[src/rtl/core/arp_resolver_cache_defines.svh]
// Assertion macros shared by the ARP resolver cache RTL.
// Expects signals named clk and rst_n in the scope of each use.
`ifndef ARP_RESOLVER_CACHE_DEFINES_SVH
`define ARP_RESOLVER_CACHE_DEFINES_SVH

// Same-cycle implication, disabled while reset is asserted.
`define ARPC_ASSERT_IMP(lbl, ante, cons, msg) \
    lbl: assert property (@(posedge clk) disable iff (!rst_n) (ante) |-> (cons)) \
        else $error(msg);

// Next-cycle implication, disabled while reset is asserted.
`define ARPC_ASSERT_NXT(lbl, ante, cons, msg) \
    lbl: assert property (@(posedge clk) disable iff (!rst_n) (ante) |=> (cons)) \
        else $error(msg);

`endif

[src/rtl/core/arpc_pkg.sv]
// Shared types and constants of the ARP resolver cache.
// No dependencies; the front, queue, back and top files use it by scoped names.
`timescale 1ns / 1ps

package arpc_pkg;

    // Default sizes.
    localparam int TABLE_DEPTH_DEF = 16;
    localparam int WAIT_DEPTH_DEF  = 16;
    localparam int HANDLE_BITS_DEF = 8;
    localparam int MAX_RESULTS     = 16;
    localparam int QUEUE_DEPTH     = 2;

    // ARP header values that are accepted.
    localparam logic [15:0] HW_ETHER       = 16'h0001;
    localparam logic [15:0] PROTO_IPV4     = 16'h0800;
    localparam logic [7:0]  HW_ADDR_LEN    = 8'd6;
    localparam logic [7:0]  PROTO_ADDR_LEN = 8'd4;
    localparam logic [15:0] ARP_OP_REQUEST = 16'h0001;

    // Input opcodes.
    localparam logic OP_SEND = 1'b0;
    localparam logic OP_ARP  = 1'b1;

    // Configuration register indexes.
    localparam logic CFG_OWN_IP  = 1'b0;
    localparam logic CFG_OWN_MAC = 1'b1;

    typedef enum logic [1:0] {
        KIND_DATA    = 2'd0,
        KIND_REQUEST = 2'd1,
        KIND_REPLY   = 2'd2,
        KIND_DROP    = 2'd3
    } kind_t;

    typedef enum logic [2:0] {
        BS_IDLE,
        BS_MATCH,
        BS_PICK,
        BS_EXEC,
        BS_REL,
        BS_EMIT
    } back_state_t;

    // Command handed from the front to the back.
    typedef struct packed {
        logic        is_arp;
        logic        is_req;
        logic [31:0] ip;
        logic [7:0]  handle;
        logic [31:0] s_ip;
        logic [47:0] s_mac;
    } cmd_t;

    // One result item.
    typedef struct packed {
        kind_t       kind;
        logic [7:0]  handle;
        logic [31:0] ip;
        logic [47:0] mac;
        logic        last;
    } result_t;

endpackage

[src/rtl/core/arpc_if.sv]
// Channel interfaces of the ARP resolver cache: input, result and configuration.
// Depends on nothing.
`timescale 1ns / 1ps

interface arpc_in_if;
    logic        valid;
    logic        ready;
    logic        opcode;
    logic [31:0] ip_addr;
    logic [7:0]  packet_handle;
    logic [15:0] hw_space;
    logic [15:0] proto_space;
    logic [7:0]  hw_len;
    logic [7:0]  proto_len;
    logic [15:0] arp_op;
    logic [31:0] sender_ip;
    logic [47:0] sender_mac;

    modport source (output valid, opcode, ip_addr, packet_handle, hw_space, proto_space,
                    hw_len, proto_len, arp_op, sender_ip, sender_mac, input ready);
    modport sink (input valid, opcode, ip_addr, packet_handle, hw_space, proto_space,
                  hw_len, proto_len, arp_op, sender_ip, sender_mac, output ready);
endinterface

interface arpc_out_if;
    logic        valid;
    logic        ready;
    logic [1:0]  kind;
    logic [7:0]  out_handle;
    logic [31:0] peer_ip;
    logic [47:0] peer_mac;
    logic        last;

    modport source (output valid, kind, out_handle, peer_ip, peer_mac, last, input ready);
    modport sink (input valid, kind, out_handle, peer_ip, peer_mac, last, output ready);
endinterface

interface arpc_cfg_if;
    logic        valid;
    logic        ready;
    logic        index;
    logic [47:0] data;

    modport source (output valid, index, data, input ready);
    modport sink (input valid, index, data, output ready);
endinterface

[src/rtl/core/arpc_front.sv]
// Front end: accepts input requests, checks ARP headers and builds commands.
// Depends on arpc_pkg and arpc_in_if.
`timescale 1ns / 1ps

module arpc_front #(
    parameter int HANDLE_BITS = arpc_pkg::HANDLE_BITS_DEF
) (
    arpc_in_if.sink         rx,
    output logic            push_valid,
    input  logic            push_ready,
    output arpc_pkg::cmd_t  push_cmd
);

    localparam int HB = (HANDLE_BITS < 8) ? HANDLE_BITS : 8;
    localparam logic [7:0] HANDLE_MASK = 8'((1 << HB) - 1);

    logic hdr_ok;

    // A request is taken whenever the queue has room; bad ARP headers are discarded.
    assign hdr_ok = (rx.hw_space == arpc_pkg::HW_ETHER) &&
                    (rx.hw_len == arpc_pkg::HW_ADDR_LEN) &&
                    (rx.proto_space == arpc_pkg::PROTO_IPV4) &&
                    (rx.proto_len == arpc_pkg::PROTO_ADDR_LEN);

    assign rx.ready   = push_ready;
    assign push_valid = rx.valid && ((rx.opcode == arpc_pkg::OP_SEND) || hdr_ok);

    // Classify the request into a command.
    always_comb
    begin
        push_cmd.is_arp = (rx.opcode == arpc_pkg::OP_ARP);
        push_cmd.is_req = (rx.arp_op == arpc_pkg::ARP_OP_REQUEST);
        push_cmd.ip     = rx.ip_addr;
        push_cmd.handle = rx.packet_handle & HANDLE_MASK;
        push_cmd.s_ip   = rx.sender_ip;
        push_cmd.s_mac  = rx.sender_mac;
    end

endmodule

[src/rtl/core/arpc_cmd_queue.sv]
// Short command queue between the front and back ends.
// Depends on arpc_pkg.
`timescale 1ns / 1ps

module arpc_cmd_queue (
    input  logic            clk,
    input  logic            rst_n,
    input  logic            push_valid,
    output logic            push_ready,
    input  arpc_pkg::cmd_t  push_cmd,
    output logic            pop_valid,
    input  logic            pop_ready,
    output arpc_pkg::cmd_t  pop_cmd
);

    localparam int QD  = arpc_pkg::QUEUE_DEPTH;
    localparam int QPW = (QD > 1) ? $clog2(QD) : 1;
    localparam int QCW = $clog2(QD + 1);

    arpc_pkg::cmd_t   slots_reg [QD];
    logic [QPW-1:0]   wr_ptr_reg, wr_ptr_next;
    logic [QPW-1:0]   rd_ptr_reg, rd_ptr_next;
    logic [QCW-1:0]   count_reg, count_next;
    logic             do_push, do_pop;

    assign push_ready = (count_reg != QCW'(QD));
    assign pop_valid  = (count_reg != '0);
    assign pop_cmd    = slots_reg[rd_ptr_reg];
    assign do_push    = push_valid && push_ready;
    assign do_pop     = pop_valid && pop_ready;

    // Pointer and fill count update.
    always_comb
    begin
        wr_ptr_next = wr_ptr_reg;
        rd_ptr_next = rd_ptr_reg;
        count_next  = count_reg;
        if (do_push)
        begin
            wr_ptr_next = (wr_ptr_reg == QPW'(QD - 1)) ? '0 : wr_ptr_reg + 1'b1;
        end
        if (do_pop)
        begin
            rd_ptr_next = (rd_ptr_reg == QPW'(QD - 1)) ? '0 : rd_ptr_reg + 1'b1;
        end
        if (do_push && !do_pop)
        begin
            count_next = count_reg + 1'b1;
        end
        else if (!do_push && do_pop)
        begin
            count_next = count_reg - 1'b1;
        end
    end

    always_ff @(posedge clk or negedge rst_n)
    begin
        if (!rst_n)
        begin
            wr_ptr_reg <= '0;
            rd_ptr_reg <= '0;
            count_reg  <= '0;
        end
        else
        begin
            wr_ptr_reg <= wr_ptr_next;
            rd_ptr_reg <= rd_ptr_next;
            count_reg  <= count_next;
        end
    end

    // Payload storage needs no reset.
    always_ff @(posedge clk)
    begin
        if (do_push)
        begin
            slots_reg[wr_ptr_reg] <= push_cmd;
        end
    end

endmodule

[src/rtl/core/arpc_back.sv]
// Back end: address table, waiting store, configuration and result register.
// Depends on arpc_pkg, arpc_if and arp_resolver_cache_defines.svh.
`timescale 1ns / 1ps
`include "arp_resolver_cache_defines.svh"

module arpc_back #(
    parameter int TABLE_DEPTH = arpc_pkg::TABLE_DEPTH_DEF,
    parameter int WAIT_DEPTH  = arpc_pkg::WAIT_DEPTH_DEF,
    parameter int HANDLE_BITS = arpc_pkg::HANDLE_BITS_DEF
) (
    input  logic            clk,
    input  logic            rst_n,
    input  logic            pop_valid,
    output logic            pop_ready,
    input  arpc_pkg::cmd_t  pop_cmd,
    arpc_cfg_if.sink        cfg,
    arpc_out_if.source      tx
);

    localparam int TD  = TABLE_DEPTH;
    localparam int WD  = WAIT_DEPTH;
    localparam int HB  = (HANDLE_BITS < 8) ? HANDLE_BITS : 8;
    localparam int TIW = (TD > 1) ? $clog2(TD) : 1;
    localparam int WIW = (WD > 1) ? $clog2(WD) : 1;
    localparam int WCW = $clog2(WD + 1);
    localparam int CW  = $clog2(arpc_pkg::MAX_RESULTS + 1);

    arpc_pkg::back_state_t state_reg, state_next;
    arpc_pkg::cmd_t        cmd_reg, cmd_next;
    arpc_pkg::result_t     out_reg, out_next;
    logic                  out_valid_reg, out_valid_next;
    logic [31:0]           own_ip_reg, own_ip_next;

    logic [TD-1:0]         entry_valid_reg, entry_valid_next;
    logic [31:0]           entry_ip_reg [TD];
    logic [47:0]           entry_mac_mem [TD];
    logic [TIW-1:0]        replace_ptr_reg, replace_ptr_next;
    logic [WD-1:0]         wait_valid_reg, wait_valid_next;
    logic [31:0]           wait_ip_reg [WD];
    logic [HB-1:0]         wait_handle_mem [WD];

    logic [TD-1:0]         tmatch, tmatch_reg, tmatch_next;
    logic [WD-1:0]         wmatch;
    logic                  tfree_any_reg, tfree_any_next;
    logic [TIW-1:0]        tfree_slot_reg, tfree_slot_next;
    logic                  wfree_any_reg, wfree_any_next;
    logic [WIW-1:0]        wfree_slot_reg, wfree_slot_next;
    logic [WCW-1:0]        idx_reg, idx_next;
    logic [CW-1:0]         cnt_reg, cnt_next;
    logic [WIW-1:0]        widx;
    logic [31:0]           key;
    logic                  out_can, more, hit;
    logic [TIW-1:0]        hit_slot;

    logic                  mac_we;
    logic [TIW-1:0]        mac_waddr;
    logic [47:0]           mac_rd_reg;
    logic                  ent_we;
    logic [TIW-1:0]        ent_waddr;
    logic                  wh_we;
    logic [HB-1:0]         wh_rd_reg;

    function automatic logic [TIW-1:0] low_t(input logic [TD-1:0] v);
        logic [TIW-1:0] r;
        r = '0;
        for (int i = TD - 1; i >= 0; i--)
        begin
            if (v[i])
            begin
                r = TIW'(i);
            end
        end
        return r;
    endfunction

    function automatic logic [WIW-1:0] low_w(input logic [WD-1:0] v);
        logic [WIW-1:0] r;
        r = '0;
        for (int i = WD - 1; i >= 0; i--)
        begin
            if (v[i])
            begin
                r = WIW'(i);
            end
        end
        return r;
    endfunction

    assign cfg.ready = 1'b1;
    assign widx      = idx_reg[WIW-1:0];
    assign key       = cmd_reg.is_arp ? cmd_reg.s_ip : cmd_reg.ip;
    assign out_can   = !out_valid_reg || tx.ready;
    assign hit       = |tmatch_reg;
    assign hit_slot  = low_t(tmatch_reg);

    assign tx.valid      = out_valid_reg;
    assign tx.kind       = out_reg.kind;
    assign tx.out_handle = out_reg.handle;
    assign tx.peer_ip    = out_reg.ip;
    assign tx.peer_mac   = out_reg.mac;
    assign tx.last       = out_reg.last;

    // Parallel compare against table and waiting store.
    always_comb
    begin
        for (int i = 0; i < TD; i++)
        begin
            tmatch[i] = entry_valid_reg[i] && (entry_ip_reg[i] == key);
        end
        for (int j = 0; j < WD; j++)
        begin
            wmatch[j] = wait_valid_reg[j] && (wait_ip_reg[j] == cmd_reg.s_ip);
        end
    end

    // Any match in the waiting store past the current scan position.
    always_comb
    begin
        more = 1'b0;
        for (int j = 0; j < WD; j++)
        begin
            if (wmatch[j] && (WCW'(j) > idx_reg))
            begin
                more = 1'b1;
            end
        end
    end

    // Sequencer for one command.
    always_comb
    begin
        state_next       = state_reg;
        cmd_next         = cmd_reg;
        out_next         = out_reg;
        out_valid_next   = out_valid_reg && !tx.ready;
        own_ip_next      = own_ip_reg;
        entry_valid_next = entry_valid_reg;
        replace_ptr_next = replace_ptr_reg;
        wait_valid_next  = wait_valid_reg;
        tmatch_next      = tmatch_reg;
        tfree_any_next   = tfree_any_reg;
        tfree_slot_next  = tfree_slot_reg;
        wfree_any_next   = wfree_any_reg;
        wfree_slot_next  = wfree_slot_reg;
        idx_next         = idx_reg;
        cnt_next         = cnt_reg;
        pop_ready        = 1'b0;
        mac_we           = 1'b0;
        mac_waddr        = hit_slot;
        ent_we           = 1'b0;
        ent_waddr        = tfree_slot_reg;
        wh_we            = 1'b0;

        // The station MAC never shows in a result, so only the IP is kept.
        if (cfg.valid && (cfg.index == arpc_pkg::CFG_OWN_IP))
        begin
            own_ip_next = cfg.data[31:0];
        end

        unique case (state_reg)
            arpc_pkg::BS_IDLE:
            begin
                pop_ready = 1'b1;
                if (pop_valid)
                begin
                    cmd_next   = pop_cmd;
                    state_next = arpc_pkg::BS_MATCH;
                end
            end
            arpc_pkg::BS_MATCH:
            begin
                tmatch_next = tmatch;
                state_next  = arpc_pkg::BS_PICK;
            end
            arpc_pkg::BS_PICK:
            begin
                tfree_any_next  = ~&entry_valid_reg;
                tfree_slot_next = low_t(~entry_valid_reg);
                wfree_any_next  = ~&wait_valid_reg;
                wfree_slot_next = low_w(~wait_valid_reg);
                state_next      = arpc_pkg::BS_EXEC;
            end
            arpc_pkg::BS_EXEC:
            begin
                if (out_can)
                begin
                    state_next = arpc_pkg::BS_IDLE;
                    if (!cmd_reg.is_arp)
                    begin
                        out_valid_next = 1'b1;
                        out_next.ip    = cmd_reg.ip;
                        out_next.last  = 1'b1;
                        out_next.mac   = '0;
                        if (hit)
                        begin
                            out_next.kind   = arpc_pkg::KIND_DATA;
                            out_next.handle = cmd_reg.handle;
                            out_next.mac    = mac_rd_reg;
                        end
                        else if (wfree_any_reg)
                        begin
                            wh_we                           = 1'b1;
                            wait_valid_next[wfree_slot_reg] = 1'b1;
                            out_next.kind                   = arpc_pkg::KIND_REQUEST;
                            out_next.handle                 = '0;
                        end
                        else
                        begin
                            out_next.kind   = arpc_pkg::KIND_DROP;
                            out_next.handle = cmd_reg.handle;
                        end
                    end
                    else
                    begin
                        // Refresh an existing binding of the sender.
                        if (hit)
                        begin
                            mac_we = 1'b1;
                        end
                        if (cmd_reg.ip == own_ip_reg)
                        begin
                            if (!hit)
                            begin
                                mac_we = 1'b1;
                                ent_we = 1'b1;
                                if (!tfree_any_reg)
                                begin
                                    ent_waddr        = replace_ptr_reg;
                                    replace_ptr_next = (replace_ptr_reg == TIW'(TD - 1)) ?
                                                       '0 : replace_ptr_reg + 1'b1;
                                end
                                mac_waddr                   = ent_waddr;
                                entry_valid_next[ent_waddr] = 1'b1;
                            end
                            if (cmd_reg.is_req)
                            begin
                                out_valid_next  = 1'b1;
                                out_next.kind   = arpc_pkg::KIND_REPLY;
                                out_next.handle = '0;
                                out_next.ip     = cmd_reg.s_ip;
                                out_next.mac    = cmd_reg.s_mac;
                                out_next.last   = 1'b1;
                            end
                            else
                            begin
                                idx_next   = '0;
                                cnt_next   = '0;
                                state_next = arpc_pkg::BS_REL;
                            end
                        end
                    end
                end
            end
            arpc_pkg::BS_REL:
            begin
                if ((idx_reg == WCW'(WD)) || (cnt_reg == CW'(arpc_pkg::MAX_RESULTS)))
                begin
                    state_next = arpc_pkg::BS_IDLE;
                end
                else if (wmatch[widx])
                begin
                    state_next = arpc_pkg::BS_EMIT;
                end
                else
                begin
                    idx_next = idx_reg + 1'b1;
                end
            end
            arpc_pkg::BS_EMIT:
            begin
                if (out_can)
                begin
                    out_valid_next        = 1'b1;
                    out_next.kind         = arpc_pkg::KIND_DATA;
                    out_next.handle       = 8'(wh_rd_reg);
                    out_next.ip           = cmd_reg.s_ip;
                    out_next.mac          = cmd_reg.s_mac;
                    out_next.last         = !more ||
                                            (cnt_reg == CW'(arpc_pkg::MAX_RESULTS - 1));
                    wait_valid_next[widx] = 1'b0;
                    cnt_next              = cnt_reg + 1'b1;
                    idx_next              = idx_reg + 1'b1;
                    state_next            = arpc_pkg::BS_REL;
                end
            end
            default:
            begin
                state_next = arpc_pkg::BS_IDLE;
            end
        endcase
    end

    // Control state.
    always_ff @(posedge clk or negedge rst_n)
    begin
        if (!rst_n)
        begin
            state_reg       <= arpc_pkg::BS_IDLE;
            out_valid_reg   <= 1'b0;
            own_ip_reg      <= '0;
            entry_valid_reg <= '0;
            replace_ptr_reg <= '0;
            wait_valid_reg  <= '0;
            idx_reg         <= '0;
            cnt_reg         <= '0;
        end
        else
        begin
            state_reg       <= state_next;
            out_valid_reg   <= out_valid_next;
            own_ip_reg      <= own_ip_next;
            entry_valid_reg <= entry_valid_next;
            replace_ptr_reg <= replace_ptr_next;
            wait_valid_reg  <= wait_valid_next;
            idx_reg         <= idx_next;
            cnt_reg         <= cnt_next;
        end
    end

    // Payload registers.
    always_ff @(posedge clk)
    begin
        cmd_reg        <= cmd_next;
        out_reg        <= out_next;
        tmatch_reg     <= tmatch_next;
        tfree_any_reg  <= tfree_any_next;
        tfree_slot_reg <= tfree_slot_next;
        wfree_any_reg  <= wfree_any_next;
        wfree_slot_reg <= wfree_slot_next;
        if (ent_we)
        begin
            entry_ip_reg[ent_waddr] <= cmd_reg.s_ip;
        end
        if (wh_we)
        begin
            wait_ip_reg[wfree_slot_reg] <= cmd_reg.ip;
        end
    end

    // MAC memory: one write port, one registered read at the matched slot.
    always_ff @(posedge clk)
    begin
        if (mac_we)
        begin
            entry_mac_mem[mac_waddr] <= cmd_reg.s_mac;
        end
        mac_rd_reg <= entry_mac_mem[hit_slot];
    end

    // Waiting handle memory: written on park, read at the scan position.
    always_ff @(posedge clk)
    begin
        if (wh_we)
        begin
            wait_handle_mem[wfree_slot_reg] <= cmd_reg.handle[HB-1:0];
        end
        wh_rd_reg <= wait_handle_mem[widx];
    end

    `ARPC_ASSERT_IMP(a_rel_is_reply, (state_reg == arpc_pkg::BS_REL) || (state_reg == arpc_pkg::BS_EMIT), cmd_reg.is_arp && !cmd_reg.is_req, "release walk without an ARP reply")
    `ARPC_ASSERT_IMP(a_cnt_bound, 1'b1, cnt_reg <= CW'(arpc_pkg::MAX_RESULTS), "release count past limit")
    `ARPC_ASSERT_NXT(a_out_source, !out_valid_reg && (state_reg != arpc_pkg::BS_EXEC) && (state_reg != arpc_pkg::BS_EMIT), !out_valid_reg, "result raised outside an emitting state")
    `ARPC_ASSERT_IMP(a_emit_match, state_reg == arpc_pkg::BS_EMIT, wmatch[widx], "emitting a slot that does not match")

endmodule

[src/rtl/core/arp_resolver_cache.sv]
// ARP resolver cache, top level: front end, command queue and back end.
// Depends on arpc_pkg, arpc_if, arpc_front, arpc_cmd_queue and arpc_back.
// A send, or an ARP request that gets a reply, has its result registered after the
// table match, slot pick and MAC memory read; the back end holds one command at a
// time, and an ARP reply then scans the waiting slots and releases each matching
// handle as a result before the walk finishes.
// Reset clears all valid bits, the replace pointer and own IP; no clearing pass is run.
`timescale 1ns / 1ps

module arp_resolver_cache #(
    parameter int TABLE_DEPTH = arpc_pkg::TABLE_DEPTH_DEF,
    parameter int WAIT_DEPTH  = arpc_pkg::WAIT_DEPTH_DEF,
    parameter int HANDLE_BITS = arpc_pkg::HANDLE_BITS_DEF
) (
    input  logic        clk,
    input  logic        rst_n,
    arpc_in_if.sink     rx,
    arpc_cfg_if.sink    cfg,
    arpc_out_if.source  tx
);

    logic           push_valid, push_ready;
    logic           pop_valid, pop_ready;
    arpc_pkg::cmd_t push_cmd, pop_cmd;

    // Classify incoming requests.
    arpc_front #(
        .HANDLE_BITS(HANDLE_BITS)
    ) u_front (
        .rx         (rx),
        .push_valid (push_valid),
        .push_ready (push_ready),
        .push_cmd   (push_cmd)
    );

    // Decouple the two sides.
    arpc_cmd_queue u_queue (
        .clk        (clk),
        .rst_n      (rst_n),
        .push_valid (push_valid),
        .push_ready (push_ready),
        .push_cmd   (push_cmd),
        .pop_valid  (pop_valid),
        .pop_ready  (pop_ready),
        .pop_cmd    (pop_cmd)
    );

    // Execute commands against the table and waiting store.
    arpc_back #(
        .TABLE_DEPTH(TABLE_DEPTH),
        .WAIT_DEPTH (WAIT_DEPTH),
        .HANDLE_BITS(HANDLE_BITS)
    ) u_back (
        .clk       (clk),
        .rst_n     (rst_n),
        .pop_valid (pop_valid),
        .pop_ready (pop_ready),
        .pop_cmd   (pop_cmd),
        .cfg       (cfg),
        .tx        (tx)
    );

endmodule
[src/flat_wrapper.sv]
// flat-port wrapper written by rule: the top's interface ports become plain ports
module arp_resolver_cache_flat 
#(
    parameter int TABLE_DEPTH = arpc_pkg::TABLE_DEPTH_DEF,
    parameter int WAIT_DEPTH  = arpc_pkg::WAIT_DEPTH_DEF,
    parameter int HANDLE_BITS = arpc_pkg::HANDLE_BITS_DEF
)
  (clk, rst_n, rx_valid, rx_opcode, rx_ip_addr, rx_packet_handle, rx_hw_space, rx_proto_space, rx_hw_len, rx_proto_len, rx_arp_op, rx_sender_ip, rx_sender_mac, rx_ready, cfg_valid, cfg_index, cfg_data, cfg_ready, tx_valid, tx_kind, tx_out_handle, tx_peer_ip, tx_peer_mac, tx_last, tx_ready);
  arpc_in_if rx_i ();
  arpc_cfg_if cfg_i ();
  arpc_out_if tx_i ();
  input  logic clk;
  input  logic rst_n;
  input wire logic [$bits(rx_i.valid)-1:0] rx_valid;
  input wire logic [$bits(rx_i.opcode)-1:0] rx_opcode;
  input wire logic [$bits(rx_i.ip_addr)-1:0] rx_ip_addr;
  input wire logic [$bits(rx_i.packet_handle)-1:0] rx_packet_handle;
  input wire logic [$bits(rx_i.hw_space)-1:0] rx_hw_space;
  input wire logic [$bits(rx_i.proto_space)-1:0] rx_proto_space;
  input wire logic [$bits(rx_i.hw_len)-1:0] rx_hw_len;
  input wire logic [$bits(rx_i.proto_len)-1:0] rx_proto_len;
  input wire logic [$bits(rx_i.arp_op)-1:0] rx_arp_op;
  input wire logic [$bits(rx_i.sender_ip)-1:0] rx_sender_ip;
  input wire logic [$bits(rx_i.sender_mac)-1:0] rx_sender_mac;
  output wire logic [$bits(rx_i.ready)-1:0] rx_ready;
  input wire logic [$bits(cfg_i.valid)-1:0] cfg_valid;
  input wire logic [$bits(cfg_i.index)-1:0] cfg_index;
  input wire logic [$bits(cfg_i.data)-1:0] cfg_data;
  output wire logic [$bits(cfg_i.ready)-1:0] cfg_ready;
  output wire logic [$bits(tx_i.valid)-1:0] tx_valid;
  output wire logic [$bits(tx_i.kind)-1:0] tx_kind;
  output wire logic [$bits(tx_i.out_handle)-1:0] tx_out_handle;
  output wire logic [$bits(tx_i.peer_ip)-1:0] tx_peer_ip;
  output wire logic [$bits(tx_i.peer_mac)-1:0] tx_peer_mac;
  output wire logic [$bits(tx_i.last)-1:0] tx_last;
  input wire logic [$bits(tx_i.ready)-1:0] tx_ready;
  assign rx_i.valid = rx_valid;
  assign rx_i.opcode = rx_opcode;
  assign rx_i.ip_addr = rx_ip_addr;
  assign rx_i.packet_handle = rx_packet_handle;
  assign rx_i.hw_space = rx_hw_space;
  assign rx_i.proto_space = rx_proto_space;
  assign rx_i.hw_len = rx_hw_len;
  assign rx_i.proto_len = rx_proto_len;
  assign rx_i.arp_op = rx_arp_op;
  assign rx_i.sender_ip = rx_sender_ip;
  assign rx_i.sender_mac = rx_sender_mac;
  assign rx_ready = rx_i.ready;
  assign cfg_i.valid = cfg_valid;
  assign cfg_i.index = cfg_index;
  assign cfg_i.data = cfg_data;
  assign cfg_ready = cfg_i.ready;
  assign tx_valid = tx_i.valid;
  assign tx_kind = tx_i.kind;
  assign tx_out_handle = tx_i.out_handle;
  assign tx_peer_ip = tx_i.peer_ip;
  assign tx_peer_mac = tx_i.peer_mac;
  assign tx_last = tx_i.last;
  assign tx_i.ready = tx_ready;
  arp_resolver_cache #(.TABLE_DEPTH(TABLE_DEPTH), .WAIT_DEPTH(WAIT_DEPTH), .HANDLE_BITS(HANDLE_BITS)) u_core (.clk(clk), .rst_n(rst_n), .rx(rx_i), .cfg(cfg_i), .tx(tx_i));
endmodule
[config.mk]
export PLATFORM = sky130hd
export DESIGN_NAME = arp_resolver_cache_flat
export DESIGN_NICKNAME = d
export VERILOG_FILES = /design/src/rtl/core/arpc_pkg.sv /design/src/rtl/core/arpc_if.sv /design/src/rtl/core/arpc_front.sv /design/src/rtl/core/arpc_cmd_queue.sv /design/src/rtl/core/arpc_back.sv /design/src/rtl/core/arp_resolver_cache.sv /design/src/flat_wrapper.sv
export VERILOG_INCLUDE_DIRS = /design/src /design/src/rtl/core
export SDC_FILE = /design/constraint.sdc
export NUM_CORES = 2
export LEC_CHECK = 0
export BUFFER_PORTS_ARGS = -buffer_cell sky130_fd_sc_hd__buf_2
export CAP_MARGIN = 20
export CORE_MARGIN = 2
export CORE_UTILIZATION = 41
export CTS_CLUSTER_SIZE = 12
export DETAILED_ROUTE_END_ITERATION = 8
export PLACE_DENSITY = 0.56
export SYNTH_ARGS = -nofsm -noshare
export SYNTH_HDL_FRONTEND = slang
export SYNTH_SLANG_ARGS = --single-unit
[constraint.sdc]
create_clock -name clk -period 18.4 [get_ports clk]
set_clock_uncertainty 0.1 [all_clocks]
set_input_delay 5.52 -clock clk [delete_from_list [all_inputs] [get_ports clk]]
set_output_delay 5.52 -clock clk [all_outputs]
set_load 0.02 [all_outputs]
* Word-level counts from Yosys, hierarchy flattened
Memories as Yosys holds them, arrays and structs flattened. A register that Yosys moved wholly into a read port is not among the register bits.
Index checks and enable logic that the tools add are counted.
** Word-level totals
- Logic and storage cells :: 384
- Memories kept :: 5
- Register bits after elaboration :: 203
- Memory bits (writable) :: 2164
** Memory list
- u_core.u_back.entry_mac_mem :: depth 16, width 48, rd ports 1, clocked after memory_dff 1, write ports 1, RTL line arpc_back.sv:36 : logic [47:0] entry_mac_mem [TD];
- u_core.u_back.entry_ip_reg :: depth 16, width 32, rd ports 16, clocked after memory_dff 0, write ports 1, RTL line arpc_back.sv:35 : logic [31:0] entry_ip_reg [TD];
- u_core.u_back.wait_ip_reg :: depth 16, width 32, rd ports 16, clocked after memory_dff 0, write ports 1, RTL line arpc_back.sv:39 : logic [31:0] wait_ip_reg [WD];
- u_core.u_queue.slots_reg :: depth 2, width 122, rd ports 1, clocked after memory_dff 1, write ports 1, RTL line arpc_cmd_queue.sv:20 : arpc_pkg::cmd_t slots_reg [QD];
- u_core.u_back.wait_handle_mem :: depth 16, width 8, rd ports 1, clocked after memory_dff 1, write ports 1, RTL line arpc_back.sv:40 : logic [HB-1:0] wait_handle_mem [WD];
** Operators by class
- Equality and inequality tests :: 62
- Magnitude comparators :: 22
- Add/subtract/negate cells :: 7
- Multiplexer cells :: 157
- Reduce and logical (&&, ||, !) cells :: 94
- Bitwise operators :: 10
** Operators with widths (count)
- == test 32 bit :: 33
- two-way mux 91 bit :: 5
- two-way mux 4 bit :: 49
- case mux 91 bit (2 select lines) :: 1
- two-way mux 16 bit :: 5
- logical AND 1 bit :: 61
- two-way mux 1 bit :: 54
- two-way mux 3 bit :: 16
- two-way mux 48 bit :: 1
- inverter 16 bit :: 3
- > comparator 4 x 5 -> 1 bit (first input constant) :: 8
- two-way mux 5 bit :: 8
- == test 16 x 1 -> 1 bit (second input constant) :: 2
- two-way mux 32 bit :: 1
- OR 16 bit :: 2
- case mux 16 bit (2 select lines) :: 1
- AND reduction 16 bit :: 2
- != test 2 bit (second input constant) :: 11
- > comparator 3 x 5 -> 1 bit (first input constant) :: 4
- two-way mux 10 bit :: 2
- case mux 3 bit (6 select lines) :: 1
- AND reduction 6 bit :: 3
- AND 16 bit :: 1
- == test 16 x 12 -> 1 bit (second input constant) :: 1
- 38 further kinds :: 77

* Depth between registers and ports, before layout
An unclocked memory read counts as a cell.
- Depth in word-level cells :: 24
- Mapped depth :: 11

* Hierarchy
A second synthesis with hierarchy kept.
** Unflattened totals
- Cell total of the unflattened synthesis :: 5674
- Area, all modules :: 102678.5 µm²
** Modules (own cells, without submodules)
- arpc_back :: area each 92292.3 µm², instances 1, cells an instance 5131
- arpc_cmd_queue :: area each 9287.7 µm², instances 1, cells an instance 398
- arpc_front :: area each 1098.6 µm², instances 1, cells an instance 145

* Worst setup path before layout
No wires, ideal clock.
- Kind :: input port to flip-flop
- From :: input rx_proto_len[5]
- To :: memory u_core.u_queue.slots_reg[0][0] (netlist name), enable pin
- Setup slack :: 6.303 ns
- Arrival time :: 11.392 ns
- Stages on the path :: 5
- Required time :: 17.695 ns
- Path buffers :: 0
- Cells stage by stage :: nor4b_1 > nand4_1 > o31ai_1 > nand3_1 > nor2_1
** On the way
- Word-level cells in the longest chain between the ends :: 7
** RTL lines
- from (decl) :: RTL line flat_wrapper.sv:21 : input wire logic [$bits(rx_i.proto_len)-1:0] rx_proto_len;
- == test 8 x 3 -> 1 bit :: RTL line arpc_front.sv:23 : (rx.proto_len == arpc_pkg::PROTO_ADDR_LEN);
- logical AND 1 bit :: RTL line arpc_front.sv:22 : (rx.proto_space == arpc_pkg::PROTO_IPV4) &&
- logical OR 1 bit :: RTL line arpc_front.sv:26 : assign push_valid = rx.valid && ((rx.opcode == arpc_pkg::OP_SEND) || hdr_ok);
- logical AND 1 bit :: RTL line arpc_front.sv:26
- logical AND 1 bit :: RTL line arpc_cmd_queue.sv:29 : assign do_push = push_valid && push_ready;
- two-way mux 1 bit :: RTL line arpc_cmd_queue.sv:75 : if (do_push)
- two-way mux 1 bit (implied by the code) :: RTL line arpc_cmd_queue.sv:77 : slots_reg[wr_ptr_reg] <= push_cmd;
- to (decl) :: RTL line arpc_cmd_queue.sv:20
Every way passes these cells.

* Worst setup path after layout
- From :: input tx_ready
- To :: memory u_core.u_back.entry_mac_mem[14][1], enable pin
** On the way
- Word-level cells in the longest chain between the ends :: 5
** RTL lines
- from (decl) :: RTL line flat_wrapper.sv:36 : input wire logic [$bits(tx_i.ready)-1:0] tx_ready;
- logical OR 1 bit * :: RTL line arpc_back.sv:92 : assign out_can = !out_valid_reg || tx.ready;
- two-way mux 1 bit :: RTL line arpc_back.sv:185 : if (out_can)
- two-way mux 1 bit :: RTL line arpc_back.sv:160 : unique case (state_reg)
- two-way mux 1 bit :: RTL line arpc_back.sv:343 : if (mac_we)
- two-way mux 1 bit (implied by the code) :: RTL line arpc_back.sv:345 : entry_mac_mem[mac_waddr] <= cmd_reg.s_mac;
- to (decl) :: RTL line arpc_back.sv:36
Every way passes the cells marked *; elsewhere a longest branch is shown, timed or not.

==> results.toml <==
[setup_path]
critical_path.slowest_cell = "nor2_4"
crit_type = "input pin to flip-flop"
cp_max_fo = 28
arrival_ns = 8.91
crit_path_cell_trace = "buf_2 -> nand2b_1 -> nand3_1 -> or3_1 -> nor3b_1 -> o21ai_1 -> nor2_4 -> buf_4"
cp-end-kind = "flip-flop"
r2r_cells = 10
required_ns = 18.82
cpPeakStageDelay_ns = 0.84
cp-start-kind = "input pin"

[worst_hold_path]
hold_class = "flip-flop to flip-flop"
hold_path_depth = 1

[final_layout]
fill_cells = 20700
regArea_um2 = 75400
largest_register_ffs = 768
final_cells = 9707
fin_nets = 6519
drive_gt1_frac = 0.216
area_delta_synth_final_pct = 15.6
multi_input_area_um2 = 25100
final_core_util = 0.476

[power_and_ir_drop]
power.density_nw_per_um2 = 145
p_leak_nw = 38.0
vdd_ir_drop_max_mv = 0.0990

[drt]
drt_wl_total_um = 301000
firstDrtPassIters = 6
drtAntennaViolNets = 0
vias_per_cell = 5.71
drcViolationCount = 0
wl_per_cell_um = 31.0
vias = 55400
first_iter_violations = 6940

[synthesis]
synth_edf_count = 2403
synthAdderAreaFrac = 0.00111
yosys.area.top_type_share = 0.714
async_flop_share = 0.0338
synth-seq-cells = 2545
yosysTopAreaCell = "edfxtp_1"
synth-main-ff-cell = "edfxtp_1"
synth_most_common_cell = "edfxtp_1"
ys_top_cells_by_count = "2403 x edfxtp_1, 631 x xor2_1, 429 x xnor2_1, 244 x nand4_1, 242 x nand2_1"
yosysSeqAreaShare = 0.747
synthMuxAreaShare = 0.0711
synth-xor-area-share = 0.0919
ys_top_cells_by_area = "edfxtp_1 71%, xor2_1 5.5%, mux4_2 4.7%"
synthSimpleGateAreaFrac = 0.0566
synth_nets = 5931
syn_avg_cell_area_um2 = 17.8
postSynthCellCount = 5683
synth_cell_types = 87
netlist_area_um2 = 101000
yosys_warnings = 0
synth_top_family_by_area = "XOR/XNOR gates"
synth_compound_area_frac = 0.0209

[clock_network]
htree_levels = 5
cts_buffer_depth = 4
cts_made_buffers = 293
postCtsResizedCells = 0
clock_sinks = 2545
cts_tree = "built"
hold_buffers = 0
clock_latency_ns = 0.94
post_cts_buffers = 0
cts_root_buf = "clkbuf_16"
clkTransAtPathRegs_ns = 0.06

[floorplan]
start_util = 0.412
fp.coreArea_um2 = 245000
rows = 182
ioPinCount = 333
die_h_um = 500
die_x_um = 500
die-area_um2 = 250000

[timing]
max_slew.worst_pin.slew_ns = 1.18
drv_slew = 0
max_clock_freq_ghz = 0.118
relSlewSlack = 0.188
rsz0062_at_grt = "no"
min_period_over_period = 0.461
tns_ns = 0
hold_violations = 0
finalSetupViolCount = 0
finalWorstPathRequiredPeriod_ns = 8.49

[placement]
port_buffers = 315
placed_cells = 9196
post-dp-hpwl_um = 164000
place_congestion = 0.847

[global_route]
grt_pass1_wl_um = 416000
track_usage = 0.236
grt_pass1_vias = 54400
overflow = 0
grt_max_degree = 136
antenna_found_initial = 51

[outcome]
status = "completed"

[job]
maxCapViolCount = 0
==> layer usage <==
| metal | up-vias | share of wire | GRT usage | routed length [um] |
|---|---|---|---|---|
| met3 | 569 | 0.083 | 0.0407 | 24800 |
| li1 | 23200 | - | - | - |
| met2 | 2591 | 0.47 | 0.378 | 142000 |
| met4 | 4 | 0.034 | 0.0756 | 10200 |
| met1 | 29000 | 0.41 | 0.328 | 124000 |
| met5 | - | 0.000083 | 0 | 25 |
==> worst paths after layout <==
check	startpoint	end	slack, ns
worst max-delay path	tx_ready	u_core.u_back.entry_mac_mem[14][1]	9.91
worst min-delay path	u_core.u_queue.count_reg[1]	u_core.u_queue.count_reg[1]	0.39
worst max register to register	u_core.u_back.cmd_reg[113]	u_core.u_back.entry_mac_mem[1][8]	13.21
worst min register to register	u_core.u_queue.count_reg[1]	u_core.u_queue.count_reg[1]	0.39
max in group asynchronous	rst_n	u_core.u_back.replace_ptr_reg[0]	12.34
min in group asynchronous	rst_n	u_core.u_back.own_ip_reg[27]	4.50
==> where the power goes <==
part           leakage, nW  switching (mW)  internal [mW]
clock                 4.34            2.25           3.21
sequential            23.3           0.365           7.14
combinational         10.4            2.71           1.25
total                 38.0            5.32           11.6
==> placed cells by master, fill, tap and decap left out, types with 12 or more instances in the layout <==
cell | netlist | routed
edfxtp_1 | 2403 | 2403
xor2_1 | 631 | 631
xnor2_1 | 429 | 429
buf_2 | 118 | 314
clkbuf_16 | 0 | 299
nand4_1 | 244 | 244
nand2_1 | 242 | 240
buf_4 | 4 | 213
mux4_2 | 210 | 210
mux2_2 | 159 | 159
nor4_1 | 154 | 153
nand3_1 | 105 | 105
a22oi_1 | 99 | 99
clkbuf_1 | 102 | 98
nor2_1 | 142 | 94
dfrtp_1 | 86 | 83
a21oi_1 | 73 | 72
dfxtp_1 | 56 | 56
nor3_1 | 41 | 37
clkinv_2 | 0 | 35
nor2_4 | 0 | 32
mux2i_4 | 0 | 32
clkinv_1 | 2 | 29
inv_1 | 28 | 28
o21ai_0 | 25 | 25
a31oi_1 | 25 | 25
clkbuf_8 | 0 | 23
mux2i_1 | 21 | 21
nand2b_1 | 18 | 17
nor2_2 | 0 | 16
nor4b_1 | 15 | 15
or4_1 | 13 | 13
or2_1 | 13 | 13
nor2b_1 | 16 | 12
==> stage by stage <==
| stage | hold slack, ns | worst slack, ns | power (mW) | area (um2) |
|---|---|---|---|---|
| floorplan | 0.360 | 6.30 | 9.74 | 101000 |
| global placement | 0.383 | 8.90 | 11.5 | 108000 |
| detailed placement | 0.383 | 8.87 | 11.6 | 108000 |
| CTS | 0.395 | 9.81 | 17.0 | 117000 |
| global route | 0.415 | 9.73 | 17.5 | 117000 |
| finish | 0.390 | 9.91 | 16.9 | 117000 |
==> final cells by class <==
class,instances,area share
antenna,7,0.000150
clock inverter,84,0.00585
clock buffer,420,0.0700
tap,3220,0.0345
inverter,32,0.00103
sequential,2545,0.646
timing repair buffer,530,0.0277
multi-input combinational,2869,0.215
==> cells by family (layout without fill, tap and decap cells) <==
logic type,count (synthesis),in the layout
AND/OR/NAND/NOR,1067,1067
flip-flops,2545,2545
multiplexers,423,423
XOR/XNOR,1060,1060
AO/OA/AOI/OAI,309,309
adder cells (fa/ha/maj),9,9
buffers and inverters,269,1066
other,1,8
==> worst max-delay path, delay by kind of cell <==
kind | cells | cell delay, ns
AO/OA/AOI/OAI | 1 | 0.28
AND/OR/NAND/NOR | 5 | 2.32
buffers and inverters | 2 | 0.74
(Power assumes the default switching activity.)
